**src/cdt_pkg.sv**
```systemverilog
// Shared types, event codes and helper functions for the countdown timer.
`timescale 1ns / 1ps

package cdt_pkg;

  localparam int KIND_W      = 3;
  localparam int DIGIT_W     = 4;
  localparam int FIELD_W     = 7;
  localparam int FIELD_COUNT = 3;
  localparam int CURSOR_W    = 2;
  localparam int MODE_W      = 2;

  localparam logic [KIND_W-1:0] KIND_DIGIT  = 3'd0;
  localparam logic [KIND_W-1:0] KIND_NEXT   = 3'd1;
  localparam logic [KIND_W-1:0] KIND_PREV   = 3'd2;
  localparam logic [KIND_W-1:0] KIND_BUTTON = 3'd3;
  localparam logic [KIND_W-1:0] KIND_TICK   = 3'd4;

  localparam logic [CURSOR_W-1:0] CURSOR_SEC  = 2'd0;
  localparam logic [CURSOR_W-1:0] CURSOR_MIN  = 2'd1;
  localparam logic [CURSOR_W-1:0] CURSOR_HOUR = 2'd2;

  localparam logic [MODE_W-1:0] MODE_CODE_SET   = 2'd0;
  localparam logic [MODE_W-1:0] MODE_CODE_RUN   = 2'd1;
  localparam logic [MODE_W-1:0] MODE_CODE_ALARM = 2'd2;

  localparam logic [FIELD_W-1:0] RELOAD    = 7'd59;
  localparam logic [FIELD_W-1:0] FIELD_MAX = 7'd99;
  localparam logic [DIGIT_W-1:0] BASE      = 4'd10;

  typedef enum logic [2:0] {
    MODE_SET   = 3'b001,
    MODE_RUN   = 3'b010,
    MODE_ALARM = 3'b100
  } mode_t;

  typedef struct packed {
    logic [FIELD_COUNT-1:0][FIELD_W-1:0] fields;
    logic [CURSOR_W-1:0]                 cursor;
    mode_t                               mode;
  } timer_state_t;

  function automatic logic [MODE_W-1:0] mode_code(input mode_t m);
    case (m)
      MODE_RUN:   mode_code = MODE_CODE_RUN;
      MODE_ALARM: mode_code = MODE_CODE_ALARM;
      default:    mode_code = MODE_CODE_SET;
    endcase
  endfunction

  function automatic logic [3:0] low_digit(input logic [FIELD_W-1:0] v);
    logic [14:0]        prod;
    logic [3:0]         q;
    logic [FIELD_W-1:0] qten;
    logic [FIELD_W-1:0] rem;
    prod = {8'd0, v} * 15'd205;
    q = prod[14:11];
    qten = {q, 3'b000} + {2'b00, q, 1'b0};
    rem = v - qten;
    low_digit = rem[3:0];
  endfunction

  function automatic logic [FIELD_W-1:0] shift_in(input logic [FIELD_W-1:0] v,
                                                  input logic [DIGIT_W-1:0] d);
    logic [3:0] r;
    r = low_digit(v);
    shift_in = {r, 3'b000} + {2'b00, r, 1'b0} + {3'b000, d};
  endfunction

endpackage

```
**src/cdt_update.sv**
```systemverilog
// Next-state logic for one timer event.
`timescale 1ns / 1ps

module cdt_update (
  input  cdt_pkg::timer_state_t              cur,
  input  logic [cdt_pkg::KIND_W-1:0]         kind,
  input  logic [cdt_pkg::DIGIT_W-1:0]        digit,
  output cdt_pkg::timer_state_t              nxt
);

  logic [cdt_pkg::FIELD_COUNT-1:0][cdt_pkg::FIELD_W-1:0] ticked;
  logic [cdt_pkg::FIELD_W-1:0] sel_field;
  logic [cdt_pkg::FIELD_W-1:0] shifted;
  logic                        cur_zero;
  logic                        ticked_zero;

  always_comb begin
    case (cur.cursor)
      cdt_pkg::CURSOR_SEC: sel_field = cur.fields[0];
      cdt_pkg::CURSOR_MIN: sel_field = cur.fields[1];
      default:             sel_field = cur.fields[2];
    endcase
  end

  assign shifted  = cdt_pkg::shift_in(sel_field, digit);
  assign cur_zero = (cur.fields[0] == '0) && (cur.fields[1] == '0) && (cur.fields[2] == '0);

  always_comb begin
    ticked = cur.fields;
    if (cur.fields[0] != '0) begin
      ticked[0] = cur.fields[0] - 7'd1;
    end else if (cur.fields[1] != '0) begin
      ticked[1] = cur.fields[1] - 7'd1;
      ticked[0] = cdt_pkg::RELOAD;
    end else if (cur.fields[2] != '0) begin
      ticked[2] = cur.fields[2] - 7'd1;
      ticked[1] = cdt_pkg::RELOAD;
      ticked[0] = cdt_pkg::RELOAD;
    end
  end

  assign ticked_zero = (ticked[0] == '0) && (ticked[1] == '0) && (ticked[2] == '0);

  always_comb begin
    nxt = cur;
    case (cur.mode)
      cdt_pkg::MODE_SET: begin
        case (kind)
          cdt_pkg::KIND_DIGIT: begin
            if (digit < cdt_pkg::BASE) begin
              case (cur.cursor)
                cdt_pkg::CURSOR_SEC: nxt.fields[0] = shifted;
                cdt_pkg::CURSOR_MIN: nxt.fields[1] = shifted;
                default:             nxt.fields[2] = shifted;
              endcase
            end
          end
          cdt_pkg::KIND_NEXT: begin
            if (cur.cursor < cdt_pkg::CURSOR_HOUR) nxt.cursor = cur.cursor + 2'd1;
          end
          cdt_pkg::KIND_PREV: begin
            if (cur.cursor > cdt_pkg::CURSOR_SEC) nxt.cursor = cur.cursor - 2'd1;
          end
          cdt_pkg::KIND_BUTTON: begin
            nxt.mode = cur_zero ? cdt_pkg::MODE_ALARM : cdt_pkg::MODE_RUN;
          end
          default: ;
        endcase
      end
      cdt_pkg::MODE_RUN: begin
        if (kind == cdt_pkg::KIND_TICK) begin
          nxt.fields = ticked;
          if (ticked_zero) nxt.mode = cdt_pkg::MODE_ALARM;
        end
      end
      cdt_pkg::MODE_ALARM: begin
        if (kind == cdt_pkg::KIND_BUTTON) begin
          nxt.mode   = cdt_pkg::MODE_SET;
          nxt.cursor = cdt_pkg::CURSOR_SEC;
        end
      end
      default: ;
    endcase
  end

endmodule

```
**src/countdown_timer_with_digit_entry.sv**
```systemverilog
// Top level of the countdown timer: input register, timer state and result beat.
//
// Input channel (in_valid, in_stall, kind, digit) carries one event per beat:
// a digit key, next or previous field, a button press or a one-second tick.
// Output channel (out_valid, out_stall, seconds, minutes, hours, cursor, mode)
// returns one beat per event showing the timer after that event.
// Path: an accepted event is registered in the input register and its result
// is then loaded into the timer state register, which offers the result beat;
// an output stall can hold the event in the input register in between.
// Throughput: one event per cycle while not stalled; the input register and
// state register form two stages, the input loading when empty or on advance.
// Stall: while out_stall holds a result, the result and timer state hold;
// one more event may wait in the input register, after which in_stall rises.
// Reset (rst, synchronous): fields clear to zero, cursor to seconds, mode to
// setting; both stages empty.
`timescale 1ns / 1ps

module countdown_timer_with_digit_entry (
  input  logic                              clk,
  input  logic                              rst,
  input  logic                              in_valid,
  output logic                              in_stall,
  input  logic [cdt_pkg::KIND_W-1:0]        kind,
  input  logic [cdt_pkg::DIGIT_W-1:0]       digit,
  output logic                              out_valid,
  input  logic                              out_stall,
  output logic [cdt_pkg::FIELD_W-1:0]       seconds,
  output logic [cdt_pkg::FIELD_W-1:0]       minutes,
  output logic [cdt_pkg::FIELD_W-1:0]       hours,
  output logic [cdt_pkg::CURSOR_W-1:0]      cursor,
  output logic [cdt_pkg::MODE_W-1:0]        mode
);

  logic                         held_valid;
  logic [cdt_pkg::KIND_W-1:0]   held_kind;
  logic [cdt_pkg::DIGIT_W-1:0]  held_digit;
  cdt_pkg::timer_state_t        st;
  cdt_pkg::timer_state_t        st_next;
  logic                         advance;
  logic                         load_in;

  assign advance  = !out_valid || !out_stall;
  assign in_stall = held_valid && !advance;
  assign load_in  = !held_valid || advance;

  cdt_update u_update (
    .cur   (st),
    .kind  (held_kind),
    .digit (held_digit),
    .nxt   (st_next)
  );

  always_ff @(posedge clk) begin
    if (rst) begin
      held_valid <= 1'b0;
    end else if (load_in) begin
      held_valid <= in_valid;
    end
  end

  always_ff @(posedge clk) begin
    if (load_in && in_valid) begin
      held_kind  <= kind;
      held_digit <= digit;
    end
  end

  always_ff @(posedge clk) begin
    if (rst) begin
      st.fields <= '0;
      st.cursor <= cdt_pkg::CURSOR_SEC;
      st.mode   <= cdt_pkg::MODE_SET;
      out_valid <= 1'b0;
    end else if (advance) begin
      out_valid <= held_valid;
      if (held_valid) st <= st_next;
    end
  end

  assign seconds = st.fields[0];
  assign minutes = st.fields[1];
  assign hours   = st.fields[2];
  assign cursor  = st.cursor;
  assign mode    = cdt_pkg::mode_code(st.mode);

  a_stall_only_when_full: assert property (@(posedge clk) disable iff (rst)
    in_stall |-> (out_valid && out_stall && held_valid))
    else $error("input stalled while pipeline can advance");

  a_alarm_at_zero: assert property (@(posedge clk) disable iff (rst)
    (st.mode == cdt_pkg::MODE_ALARM) |-> (st.fields == '0))
    else $error("alarm with nonzero time");

  a_cursor_frozen_running: assert property (@(posedge clk) disable iff (rst)
    (st.mode == cdt_pkg::MODE_RUN) |=> $stable(st.cursor))
    else $error("cursor moved while counting");

  a_fields_in_range: assert property (@(posedge clk) disable iff (rst)
    (st.fields[0] <= cdt_pkg::FIELD_MAX) && (st.fields[1] <= cdt_pkg::FIELD_MAX)
    && (st.fields[2] <= cdt_pkg::FIELD_MAX))
    else $error("field value above two digits");

endmodule
```
**config.mk**
```make
export PLATFORM = sky130hd
export DESIGN_NAME = countdown_timer_with_digit_entry
export DESIGN_NICKNAME = d
export VERILOG_FILES = /design/src/cdt_pkg.sv /design/src/cdt_update.sv /design/src/countdown_timer_with_digit_entry.sv
export SDC_FILE = /design/constraint.sdc
export NUM_CORES = 1
export LEC_CHECK = 0
export ABC_AREA = 1
export BUFFER_PORTS_ARGS = -buffer_cell sky130_fd_sc_hd__buf_2
export CAP_MARGIN = 20
export CORE_UTILIZATION = 50
export DETAILED_ROUTE_END_ITERATION = 6
export PLACE_DENSITY = 0.67
export SKIP_LAST_GASP = 1
export SLEW_MARGIN = 30
export SYNTH_ARGS = -nofsm -noshare
export SYNTH_HDL_FRONTEND = slang
export SYNTH_SLANG_ARGS = --single-unit
```
**constraint.sdc**
```tcl
create_clock -name clk -period 6.6 [get_ports clk]
set_input_delay 1.32 -clock clk [delete_from_list [all_inputs] [get_ports clk]]
set_output_delay 1.32 -clock clk [all_outputs]
set_load 0.005 [all_outputs]
```
=== Yosys cells after proc, flatten, opt, wreduce, memory -nomap -nowiden ===
Index checks and enable logic that the tools add are counted.

* Memories: 0
* Word-level logic and storage cells: 98
* Memory bits (read-only): 0
* Output and inout bits: 27
* Bits in registers: 35
* Bits in writable memories: 0
* Latch bits: 0

* Add/subtract/negate cells: 9
* Multiplexer cells: 24
* Div/mod/pow operators: 0
* Equal/unequal tests: 20
* Bitwise gates (word level): 0
* Shift-type cells: 0
* Reductions and logical operators: 32
* Multiply operators: 1
* $lt $le $gt $ge: 3

{| class="wikitable"
|+ Operators by type and width
! cell !! count
|-
| 21-bit two-way mux || 4
|-
| 7-bit zero test || 6
|-
| 21-bit case mux with 2 select lines || 1
|-
| 7-bit two-way mux || 5
|-
| 7-bit AND reduction || 5
|-
| 14-bit two-way mux || 2
|-
| 7-bit nonzero test || 3
|-
| 7-bit by 1-bit subtractor with 7-bit output, second input constant || 3
|-
| 7-bit by 8-bit multiplier with 14-bit output, second input constant || 1
|-
| 7-bit case mux with 2 select lines || 1
|-
| 3-bit two-way mux || 4
|-
| 2-bit case mux with 2 select lines || 3
|-
| 2-bit by 1-bit inequality test with 1-bit output, second input constant || 5
|-
| 3-bit by 2-bit == test with 1-bit output, second input constant || 3
|-
| 3-bit case mux with 3 select lines || 1
|-
| 2-bit inequality test, second input constant || 4
|-
| 7-bit by 4-bit adder with 7-bit output || 1
|-
| 7-bit by 5-bit adder with 7-bit output || 1
|-
| 3-bit by 1-bit == test with 1-bit output, second input constant || 2
|-
| 3-bit == test, second input constant || 2
|-
| 1-bit logical AND || 6
|-
| 3-bit by 2-bit inequality test with 1-bit output, second input constant || 2
|-
| 5-bit two-way mux || 1
|-
| 4-bit adder || 1
|-
| 16 further kinds || 22
|}

=== Longest topological paths before layout ===
Gate-level depths: netlist (run 1).

* Word-level depth: 11
* Depth in mapped cells: 40
* Mapped depth without buffers: 40

=== By module ===
A second synthesis (run 1) with hierarchy kept.

* Cell total of the unflattened synthesis: 677
* Area total of the unflattened synthesis: 4553.1 um2

{| class="wikitable"
|+ By module, submodules not included
! module !! area each (um2) !! instances !! cells an instance !! seq. area each (um2)
|-
| cdt_update || 2872.8 || 1 || 466 || 0.0
|-
| countdown_timer_with_digit_entry || 1680.4 || 1 || 211 || 770.7
|}

=== Worst setup path after synthesis (run 1) ===
No wires, ideal clock.

* Path type: register to register
* Start: register, netlist name cursor[0]
* End: register st (netlist bit hours[5])
* Buffers on the path: 0
* Cell stages (with the launch flop): 32
* Slack: 620 ps
* Arrival: 5906 ps
* Cell sequence: dfxtp_1 inv_1 ha_1 inv_1 o21ai_0 a21oi_1 inv_1 ha_1 inv_1 fa_1 inv_1 ha_1 inv_1 fa_1 inv_1 ha_1 nand2_1 nor2_1 a211oi_1 nand2_1 a21oi_1 xnor2_1 ha_1 xnor2_1 fa_1 ha_1 a21oi_1 nor2_1 nor2_1 xor2_1 nand2_1 a31oi_1

* Word-level cells in the longest chain between the ends: 11
* Elaborated cells on any way between the ends: 15

{| class="wikitable"
|+ Ends and longest elaborated chain
! what !! line !! text
|-
| 2-bit by 1-bit == test with 1-bit output / 2-bit zero test (equally long branches) || cdt_update.sv:18, cdt_update.sv:51 ||
|-
| 7-bit case mux with 2 select lines || cdt_update.sv:18 || <nowiki>case (cur.cursor)</nowiki>
|-
| 7-bit by 8-bit multiplier with 14-bit output || cdt_pkg.sv:56 || <nowiki>prod = {8'd0, v} * 15'd205;</nowiki>
|-
| 4-bit adder || cdt_pkg.sv:58 || <nowiki>qten = {q, 3'b000} + {2'b00, q, 1'b0};</nowiki>
|-
| 4-bit subtractor || cdt_pkg.sv:59 || <nowiki>rem = v - qten;</nowiki>
|-
| 7-bit by 5-bit adder with 7-bit output || cdt_pkg.sv:67 || <nowiki>shift_in = {r, 3'b000} + {2'b00, r, 1'b0} + {3'b000, d};</nowiki>
|-
| 7-bit by 4-bit adder with 7-bit output || cdt_pkg.sv:67 ||
|-
| 7-bit two-way mux || cdt_update.sv:51 || <nowiki>case (cur.cursor)</nowiki>
|-
| 21-bit two-way mux || cdt_update.sv:50 || <nowiki>if (digit < cdt_pkg::BASE) begin</nowiki>
|-
| 21-bit two-way mux || cdt_update.sv:48 || <nowiki>case (kind)</nowiki>
|-
| 21-bit case mux with 2 select lines || cdt_update.sv:46 || <nowiki>case (cur.mode)</nowiki>
|-
| end signal, assigned || countdown_timer_with_digit_entry.sv:76 || <nowiki>if (held_valid) st <= st_next;</nowiki>
|-
| end, declared || countdown_timer_with_digit_entry.sv:37 || <nowiki>cdt_pkg::timer_state_t st;</nowiki>
|}

Several ways; a longest one is shown, not always the timed one. The select of a mux whose other input is x is not followed.
A chain may end at the register's enable or synchronous reset.

=== Worst setup path after layout (run 1) ===
* Start: register, netlist name cursor[1]
* End: register st (netlist bit hours[5])

* Word-level cells in the longest chain between the ends: 11
* Elaborated cells on any way between the ends: 15

{| class="wikitable"
|+ Ends and longest elaborated chain
! what !! line
|-
| 2-bit by 1-bit == test with 1-bit output / 2-bit zero test (equally long branches) || cdt_update.sv:18, cdt_update.sv:51
|-
| 7-bit case mux with 2 select lines || cdt_update.sv:18
|-
| 7-bit by 8-bit multiplier with 14-bit output || cdt_pkg.sv:56
|-
| 4-bit adder || cdt_pkg.sv:58
|-
| 4-bit subtractor || cdt_pkg.sv:59
|-
| 7-bit by 5-bit adder with 7-bit output || cdt_pkg.sv:67
|-
| 7-bit by 4-bit adder with 7-bit output || cdt_pkg.sv:67
|-
| 7-bit two-way mux || cdt_update.sv:51
|-
| 21-bit two-way mux || cdt_update.sv:50
|-
| 21-bit two-way mux || cdt_update.sv:48
|-
| 21-bit case mux with 2 select lines || cdt_update.sv:46
|}

Several ways; a longest one is shown, not always the timed one. The select of a mux whose other input is x is not followed.

==> results of run 1 <==
stage by stage:
step / cells / util [%] / cell area [sq um] / setup WS, ps / TNS (ps)
3_3_place_gp: 669 / 53.6 / 3910 / 92.5 / 0
6_report: 680 / 56.6 / 4120 / 406 / 0
4_1_cts: 677 / 55.3 / 4040 / 8.88 / 0
5_1_grt: 680 / 56.6 / 4120 / 24.9 / 0
2_1_floorplan: 562 / - / 3810 / 620 / 0
3_5_place_dp: 669 / 53.6 / 3910 / -44.1 / -101
flip-flops by register name, summed over array words and instances (netlist names):
register	flops
hours	7
minutes	7
seconds	7
held_digit	4
held_kind	3
st	3
cursor	2
held_valid	1
out_valid	1
cell families (layout without fill, tap and decap cells):
logic type	Yosys count	in the layout	share of synthesized area, %
and+or+nand+nor	243	243	28.0
buffers and inverters	126	145	15.3
AOI/OAI and AO/OA	98	98	15.3
adders and majority gates	54	54	19.7
DFF	35	35	20.2
xor gates and xnor gates	6	6	1.38
worst min-delay path, stage by stage, from the launching register on:
cell and delay [ps]:
dfxtp_1 310, inv_1 60, a21oi_1 60
metal layers:
metal / global-route usage (%) / vias up / wire length (um)
li1: - / 1863 / -
met1: 37.0 / 1760 / 4620
met2: 42.7 / 151 / 4560
met3: 2.86 / 26 / 641
met4: 7.94 / 0 / 305
met5: 0 / - / 0
synthesized netlist by cell type (9+ instances only):
cell | instances | share of area (%)
fa_1 | 10 | 5.3
a21oi_1 | 20 | 2.6
nand4_1 | 13 | 2.1
o21ai_1 | 9 | 1.2
buf_4 | 27 | 5.3
inv_1 | 91 | 9.0
nand2_1 | 119 | 12
a31oi_1 | 19 | 3.1
nand3_1 | 36 | 4.7
ha_1 | 44 | 14
o21ai_0 | 27 | 3.5
dfxtp_1 | 28 | 15
nor2_1 | 55 | 5.4
area by class of cell:
type / count / area (sq um)
Fill cell: 777 / 3170
Multi-Input combinational cell: 401 / 2520
Sequential cell: 35 / 773
Inverter: 94 / 358
Timing Repair Buffer: 43 / 230
Tap cell: 99 / 124
Clock buffer: 6 / 82.6
Clock inverter: 2 / 35.0
worst max path at each step:
stage	slack [ps]	endpoint	startpoint	cells after the start
after global routing	20	seconds[5]$_SDFFE_PP0P_	cursor[0]$_SDFFE_PP0P_	39
after floorplan	620	hours[5]$_SDFFE_PP0P_	cursor[0]$_SDFFE_PP0P_	31
final	410	hours[5]$_SDFFE_PP0P_	cursor[1]$_SDFFE_PP0P_	31
after CTS	9	seconds[5]$_SDFFE_PP0P_	cursor[1]$_SDFFE_PP0P_	39
after detailed placement	-40	seconds[5]$_SDFFE_PP0P_	cursor[1]$_SDFFE_PP0P_	38
after global placement	90	seconds[5]$_SDFFE_PP0P_	cursor[1]$_SDFFE_PP0P_	38
repair_timing:
action                                  in CTS  in global routing
gates cloned                                 0                  0
endpoints found under the setup margin       3                 12
pin swaps                                    0                  3
hold endpoints to repair                     0                  0
gates resized for setup                      2                 20
buffers inserted                             0                  3
power groups by stage:
| stage | Combinational [mW] | Sequential [mW] | Clock (mW) |
|---|---|---|---|
| 2_1_floorplan | 0.187 | 0.236 | 0 |
| 3_3_place_gp | 0.240 | 0.238 | 0 |
| 3_5_place_dp | 0.243 | 0.238 | 0 |
| 4_1_cts | 0.244 | 0.233 | 0.206 |
| 5_1_grt | 0.291 | 0.235 | 0.212 |
| 6_report | 0.258 | 0.234 | 0.204 |
==> flow_metrics.env, run 1 <==
export IMPL_overflow=0
export IMPL_antenna_found_initial=0
export IMPL_syn_avg_cell_area_sq_um=6.78
export IMPL_min_from="held_valid$_SDFFE_PP0N_"
export IMPL_cp_slowest_cell="fa_1"
export IMPL_powerDensity_nw_per_um2=169
export IMPL_path_clk_slew_ps=80
export IMPL_slew_violations=0
export IMPL_track_usage_pct=26.4
export IMPL_drcViolationCount=0
export IMPL_yosysSeqAreaShare_pct=20.2
export IMPL_vias=3800
export IMPL_grt_pass1_wl_um=15900
export IMPL_rows=31
export IMPL_via_per_inst=5.59
export IMPL_clk_path_buf_depth=2
export IMPL_ctsHoldBuffers=0
export IMPL_ios=38
export IMPL_cts_tree="yes"
export IMPL_io_buffers=37
export IMPL_core_area_sq_um=7290
export IMPL_finalSetupViolations=0
export IMPL_vdd_drop_max_uv=130
export IMPL_dieArea_sq_um=7970
export IMPL_min_path_type="flop to flop"
export IMPL_setup_worst_path_start_class="flop"
export IMPL_relSlewSlack_pct=49.4
export IMPL_first_pass_iters=5
export IMPL_place_congestion=0.915
export IMPL_ys_flop_type="dfxtp_1"
export IMPL_path_delay_family="adder cells"
export IMPL_async_reset_ff_share_pct=0
export IMPL_drt_iter0_markers=352
export IMPL_power_total_mw=0.696
export IMPL_area_delta_synth_final_pct=8.28
export IMPL_clkSinkCount=35
export IMPL_hold_end="out_valid$_SDFFE_PP0N_"
export IMPL_cts_made_buffers=5
export IMPL_power_frac_seq_pct=33.6
export IMPL_nets=645
export IMPL_initial_core_util_pct=52.2
export IMPL_synth_edf_count=7
export IMPL_syn_area_sq_um=3810
export IMPL_synthesis_nets=627
export IMPL_period_needed_ps=6190
export IMPL_r2r_cells=31
export IMPL_ant_nets=0
export IMPL_rsz0062_at_grt="no"
export IMPL_dp_hpwl_um=7880
export IMPL_yosys_warnings=0
export IMPL_path_class="flop to flop"
export IMPL_wl_per_cell_um=14.9
export IMPL_synth_cell_types=39
export IMPL_rr_startpoint="cursor[1]$_SDFFE_PP0P_"
export IMPL_cpPeakStageDelay_ps=530
export IMPL_fmax_ghz=0.161
export IMPL_synthCells=562
export IMPL_crit_arrival_ps=6430
export IMPL_chipHeight_um=89.3
export IMPL_endpoint_kind="flop"
export IMPL_cap_violations=0
export IMPL_synth_seq_cells=35
export IMPL_min_path_cells=2
export IMPL_drive_gt1_share_pct=15.7
export IMPL_internal_power_mw=0.436
export IMPL_root_buffer="clkbuf_8"
export IMPL_finalHoldViolCount=0
export IMPL_crit_buf_inv=6
export IMPL_grt_pass1_vias=3356
export IMPL_p_leak_nw=2.18
export IMPL_r2r_setup_slack_ps=410
export IMPL_die_w_um=89.3
export IMPL_tightest_slew_ps=759
export IMPL_reg2reg_to="hours[5]$_SDFFE_PP0P_"
export IMPL_grt_max_degree=27
export IMPL_status="completed"
export IMPL_antenna_cells=0
export IMPL_switching_share_pct=37.4
export IMPL_cp_data_required_time_ps=6830
export IMPL_worst_clock_skew_ps=12.1
export IMPL_p_sw_mw=0.260
export IMPL_p_clk_share_pct=29.3
export IMPL_holdWs_ps=479
export IMPL_fin_crit_sh_pct=93.8
export IMPL_final_cell_mix="nand2_1, inv_1, nor2_1"
export IMPL_finalWirelength_um=10100
export IMPL_clk_latency_ps=300
export IMPL_p_comb_share_pct=37.1
export IMPL_cts_htree_levels=2
export IMPL_final_common_cell="nand2_1"
export IMPL_crit_fanout=6
Power figures use the tool's default switching activity.
==> inputs of run 2 (changes only) <==
--- a/config.mk
+++ b/config.mk
@@ -12,3 +12,3 @@
 export DETAILED_ROUTE_END_ITERATION = 6
-export PLACE_DENSITY = 0.67
+export PLACE_DENSITY = 0.66
 export SKIP_LAST_GASP = 1
==> constraint.sdc (replaced) <==
create_clock -name clk -period 6.6 [get_ports clk]
set_input_delay 0.33 -clock clk [delete_from_list [all_inputs] [get_ports clk]]
set_output_delay 0.33 -clock clk [all_outputs]
set_load 0.005 [all_outputs]
==> run 2 against run 1 <==
Via count is 1.8% lower. Clock skew hardly changed. Cell area is 0.24% higher. Power is 2.1% lower. Cell count is 0.15% higher. Combinational power hardly changed. Die area stayed put. Critical path type unchanged.
==> flow_metrics.env, run 2 (synthesis results as in run 1) <==
export IMPL_nets=647
export IMPL_power_frac_seq_pct=34.3
export IMPL_dp_cells=670
export IMPL_num_fill_cells=757
export IMPL_root_buffer="clkbuf_8"
export IMPL_drive_gt1_share_pct=16.0
export IMPL_path_common_cell="inv_1"
export IMPL_antenna_found_initial=0
export IMPL_grt_pass1_vias=3363
export IMPL_dieArea_sq_um=7970
export IMPL_dp_hpwl_um=7780
export IMPL_endpoint_kind="flop"
export IMPL_ios=38
export IMPL_initial_core_util_pct=52.2
export IMPL_die_w_um=89.3
export IMPL_setup_worst_path_start_class="flop"
export IMPL_path_class="flop to flop"
export IMPL_finalWirelength_um=10100
export IMPL_overflow=0
export IMPL_tightest_slew_ps=688
export IMPL_cap_violations=0
export IMPL_crit_fanout=6
export IMPL_slew_violations=0
export IMPL_fin_crit_sh_pct=95.2
export IMPL_p_comb_share_pct=37.8
export IMPL_finalSetupViolations=0
export IMPL_cts_htree_levels=2
export IMPL_powerDensity_nw_per_um2=165
export IMPL_switching_share_pct=37.8
export IMPL_drcViolationCount=0
export IMPL_crit_arrival_ps=6510
export IMPL_finalHoldViolCount=0
export IMPL_path_delay_family="adder cells"
export IMPL_io_buffers=37
export IMPL_final_common_cell="nand2_1"
export IMPL_fin_util_pct=56.7
export IMPL_cts_tree="yes"
export IMPL_worst_clock_skew_ps=12.0
export IMPL_path_clk_slew_ps=80
export IMPL_vias=3731
export IMPL_cp_data_required_time_ps=6820
export IMPL_final_cell_mix="nand2_1, inv_1, nor2_1"
export IMPL_grt_pass1_wl_um=15800
export IMPL_area_delta_synth_final_pct=8.54
export IMPL_p_sw_mw=0.257
export IMPL_post_place_ws_ps=-25.7
export IMPL_vdd_drop_max_uv=97.7
export IMPL_fmax_ghz=0.159
export IMPL_crit_buf_inv=6
export IMPL_cts_made_buffers=5
export IMPL_place_congestion=0.947
export IMPL_clk_latency_ps=290
export IMPL_setup_ws_ps=315
export IMPL_relSlewSlack_pct=54.1
export IMPL_drt_iter0_markers=312
export IMPL_core_area_sq_um=7290
export IMPL_track_usage_pct=26.4
export IMPL_min_path_type="primary input to flop"
export IMPL_via_per_inst=5.48
export IMPL_antenna_cells=0
export IMPL_first_pass_iters=5
export IMPL_clkSinkCount=35
export IMPL_finalNonFillerCells=681
export IMPL_wl_per_cell_um=14.8
export IMPL_p_clk_share_pct=27.9
export IMPL_grt_max_degree=27
export IMPL_period_needed_ps=6290
export IMPL_rows=31
export IMPL_ant_nets=0
export IMPL_cp_slowest_cell="fa_1"
export IMPL_clk_path_buf_depth=2
export IMPL_cpPeakStageDelay_ps=530
export IMPL_chipHeight_um=89.3
export IMPL_p_leak_nw=2.18
export IMPL_status="completed"
export IMPL_internal_power_mw=0.424
==> run 2: changes by cell type in the layout (fill, tap and decap cells not counted), moves of 2 or more <==
cell / delta
a21oi_1: -2
a21oi_2: +2
buf_4: +2
dfxtp_2: -2
==> run 2: worst paths after layout <==
path                                         startpoint                      end  slack [ps]  cells past startpoint
worst min register to register  held_valid$_SDFFE_PP0N_   out_valid$_SDFFE_PP0N_         480                      2
worst max register to register   cursor[1]$_SDFFE_PP0P_  seconds[5]$_SDFFE_PP0P_         310                     31
worst min-delay path                           digit[1]  held_digit[1]$_DFFE_PP_         220                      1
worst max-delay path             cursor[1]$_SDFFE_PP0P_  seconds[5]$_SDFFE_PP0P_         310                     31
==> run 2: timing repair <==
action,in CTS,in global routing
setup buffers,0,4
pin swaps,0,5
endpoints found under the setup margin,3,12
gates resized for setup,2,22
hold buffers,0,0
==> run 2: metal layers <==
layer | wire (um) | part of all wire (%) | vias to the layer above | GRT usage, %
met5 | 0 | 0 | - | 0
met4 | 172 | 1.7 | 0 | 5.92
met3 | 501 | 5.0 | 14 | 3.69
met2 | 4550 | 45 | 116 | 42.3
met1 | 4830 | 48 | 1740 | 37.7
li1 | - | - | 1861 | -
==> run 2: cell type report <==
cell class / instances / area [sq um] / share of cell area, %
Inverter: 94 / 358 / 8.66
Timing Repair Buffer: 45 / 245 / 5.93
Multi-Input combinational cell: 401 / 2530 / 61.2
Clock inverter: 1 / 30.0 / 0.726
Sequential cell: 35 / 774 / 18.7
Clock buffer: 6 / 72.6 / 1.76
Tap cell: 99 / 124 / 3.00
==> run 2: power by group through the flow <==
stage	sequential (mW)	combinational (mW)	clock [mW]
2_1_floorplan	0.236	0.187	0
3_3_place_gp	0.238	0.241	0
3_5_place_dp	0.238	0.244	0
4_1_cts	0.233	0.246	0.193
5_1_grt	0.235	0.291	0.205
6_report	0.234	0.258	0.190
==> run 2: worst register-to-register path, delay by kind of cell (launching register included) <==
| family | cells | cell delay, ps |
|---|---|---|
| buffers and inverters | 6 | 360 |
| XOR/XNOR | 3 | 600 |
| AO/OA/AOI/OAI | 6 | 1040 |
| adder cells (fa/ha/maj) | 9 | 3190 |
| flip-flops | 1 | 360 |
| AND/OR/NAND/NOR | 7 | 670 |
==> run 2: metrics by stage <==
step | power, mW | TNS, ps | area, sq um | hold WS [ps]
2_1_floorplan | 0.423 | 0 | 3810 | 399
3_3_place_gp | 0.479 | 0 | 3920 | 469
3_5_place_dp | 0.482 | -65.6 | 3920 | 471
4_1_cts | 0.672 | 0 | 4030 | 214
5_1_grt | 0.731 | -106 | 4130 | 203
6_report | 0.681 | 0 | 4130 | 222
==> inputs of run 3 (changes only) <==
Settings changed: SYNTH_HIERARCHICAL set to 1.
==> run 3 against run 2 <==
Combinational power grew to 2.5 times the previous value. Cell area is 19% higher. Non-clock buffer count is 13 higher. Critical path type unchanged.
==> flow_metrics.env, run 3 <==
export IMPL_status="completed"
export IMPL_ys_flop_type="dfxtp_1"
export IMPL_min_path_type="primary input to flop"
export IMPL_r2r_setup_slack_ps=390
export IMPL_drt_iter0_markers=390
export IMPL_holdWs_ps=206
export IMPL_worst_clock_skew_ps=8.83
export IMPL_switching_share_pct=47.6
export IMPL_clk_path_buf_depth=2
export IMPL_nets=767
export IMPL_core_area_sq_um=8760
export IMPL_wl_per_cell_um=16.3
export IMPL_syn_avg_cell_area_sq_um=6.73
export IMPL_finalNonFillerCells=807
export IMPL_final_cell_mix="nand2_1, inv_1, nand3_1"
export IMPL_via_per_inst=5.73
export IMPL_cp_data_required_time_ps=6840
export IMPL_track_usage_pct=27.7
export IMPL_cp_slowest_cell="fa_1"
export IMPL_ios=38
export IMPL_power_frac_seq_pct=23.8
export IMPL_drcViolationCount=0
export IMPL_root_buffer="clkbuf_8"
export IMPL_antenna_found_initial=0
export IMPL_overflow=0
export IMPL_grt_max_degree=54
export IMPL_synth_cell_types=45
export IMPL_synth_area_leaders="ha_1, dfxtp_1, nand2_1"
export IMPL_async_reset_ff_share_pct=0
export IMPL_clkSinkCount=35
export IMPL_cpPeakStageDelay_ps=520
export IMPL_clk_latency_ps=290
export IMPL_vias=4622
export IMPL_io_buffers=37
export IMPL_path_common_cell="inv_1"
export IMPL_slew_violations=0
export IMPL_fin_crit_sh_pct=94.1
export IMPL_synthesis_nets=746
export IMPL_power_total_mw=1.09
export IMPL_p_leak_nw=2.44
export IMPL_crit_buf_inv=7
export IMPL_finalWirelength_um=13100
export IMPL_cts_tree="yes"
export IMPL_period_needed_ps=6210
export IMPL_dp_hpwl_um=10000
export IMPL_cts_made_buffers=5
export IMPL_path_delay_family="adder cells"
export IMPL_relSlewSlack_pct=45.2
export IMPL_dieArea_sq_um=9490
export IMPL_rsz0062_at_grt="no"
export IMPL_finalHoldViolCount=0
export IMPL_cts_htree_levels=2
export IMPL_initial_core_util_pct=52.0
export IMPL_place_congestion=0.982
export IMPL_synth_edf_count=7
export IMPL_path_class="flop to flop"
export IMPL_chipHeight_um=97.4
export IMPL_syn_area_sq_um=4550
export IMPL_yosysTopAreaCell="ha_1"
export IMPL_p_clk_share_pct=15.7
export IMPL_powerDensity_nw_per_um2=221
export IMPL_setup_worst_path_start_class="flop"
export IMPL_num_fill_cells=897
export IMPL_crit_fanout=8
export IMPL_yosys_warnings=6
export IMPL_first_pass_iters=5
export IMPL_p_sw_mw=0.517
export IMPL_tightest_slew_ps=822
export IMPL_dp_cells=792
export IMPL_internal_power_mw=0.569
export IMPL_grt_pass1_wl_um=21300
export IMPL_crit_arrival_ps=6440
export IMPL_endpoint_kind="flop"
export IMPL_grt_pass1_vias=4233
export IMPL_fmax_ghz=0.161
export IMPL_path_clk_slew_ps=80
export IMPL_synth_most_common_cell="nand2_1"
export IMPL_synth_top_cells_by_count="nand2_1, inv_1, nand3_1"
export IMPL_antenna_cells=0
export IMPL_cap_violations=0
export IMPL_finalSetupViolations=0
export IMPL_synth_seq_cells=35
export IMPL_final_common_cell="nand2_1"
export IMPL_vdd_drop_max_uv=122
export IMPL_yosysSeqAreaShare_pct=16.9
export IMPL_p_comb_share_pct=60.5
export IMPL_synthCells=677
export IMPL_rows=34
export IMPL_die_w_um=97.4
export IMPL_netlist_area_leader_share_pct=13.2
export IMPL_drive_gt1_share_pct=18.0
export IMPL_ant_nets=0
export IMPL_area_delta_synth_final_pct=7.91
-- run 3: cell types whose count changed in the layout (fill, tap and decap cells not counted), sizes merged, moves of 8 or more --
| cell | delta |
|---|---|
| a21oi | +28 |
| a31oi | -17 |
| buf | +13 |
| inv | +25 |
| nand2 | +11 |
| nand3 | +30 |
| o21ai | -8 |
| o221ai | +16 |
-- run 3: per-layer routing --
layer | wire length [um] | track usage (%) | up-vias | part of all wire (%)
li1 | - | - | 2261 | -
met1 | 5900 | 37.4 | 2138 | 45
met2 | 6060 | 46.2 | 200 | 46
met3 | 921 | 3.81 | 23 | 7.0
met4 | 253 | 7.69 | 0 | 1.9
met5 | 0 | 0 | - | 0
-- run 3: metrics by stage --
| stage | instance area (sq um) | worst slack, ps | utilization (%) | setup TNS [ps] |
|---|---|---|---|---|
| 2_1_floorplan | 4550 | 537 | - | 0 |
| 3_3_place_gp | 4660 | 196 | 53.2 | 0 |
| 3_5_place_dp | 4660 | -20.1 | 53.2 | -31.5 |
| 4_1_cts | 4770 | 14.8 | 54.5 | 0 |
| 5_1_grt | 4910 | 80.8 | 56.1 | 0 |
| 6_report | 4910 | 392 | 56.1 | 0 |
-- run 3: power by group through the flow --
stage | logic [mW] | clock network, mW | registers [mW]
2_1_floorplan | 0.421 | 0 | 0.254
3_3_place_gp | 0.563 | 0 | 0.263
3_5_place_dp | 0.580 | 0 | 0.264
4_1_cts | 0.587 | 0.178 | 0.259
5_1_grt | 0.723 | 0.186 | 0.262
6_report | 0.657 | 0.170 | 0.259
-- run 3: worst paths after layout --
path / end / depth (start not counted) / start
hold / removal: held_kind[0]$_DFFE_PP_ / 1 / kind[0]
setup / recovery: seconds[4]$_SDFFE_PP0P_ / 30 / cursor[1]$_SDFFE_PP0P_
setup reg to reg: seconds[4]$_SDFFE_PP0P_ / 30 / cursor[1]$_SDFFE_PP0P_
hold reg to reg: cursor[1]$_SDFFE_PP0P_ / 2 / cursor[1]$_SDFFE_PP0P_
-- run 3: area by class of cell --
type	count	area (sq um)	area share [%]
Timing Repair Buffer	58	343	6.98
Multi-Input combinational cell	479	3120	63.4
Clock buffer	7	86.3	1.76
Sequential cell	35	782	15.9
Tap cell	108	135	2.75
Clock inverter	1	3.75	0.0764
Inverter	119	447	9.09
-- run 3: cell families (layout without fill, tap and decap cells) --
logic type                 count (synthesis)  count (layout)  synth area share (%)
and+or+nand+nor                          285             285                  29.6
buffers and inverters                    163             185                  17.0
AOI/OAI and AO/OA                        124             124                  16.6
adders and majority gates                 58              58                  17.6
DFF                                       35              35                  16.9
xor gates and xnor gates                  12              12                  2.31
-- run 3: repair_timing --
item / in CTS / in global routing
resized for setup: 3 / 20
hold buffers: 0 / 0
setup buffers: 2 / 5
pin swaps: 1 / 5
setup endpoints to repair: 6 / 12
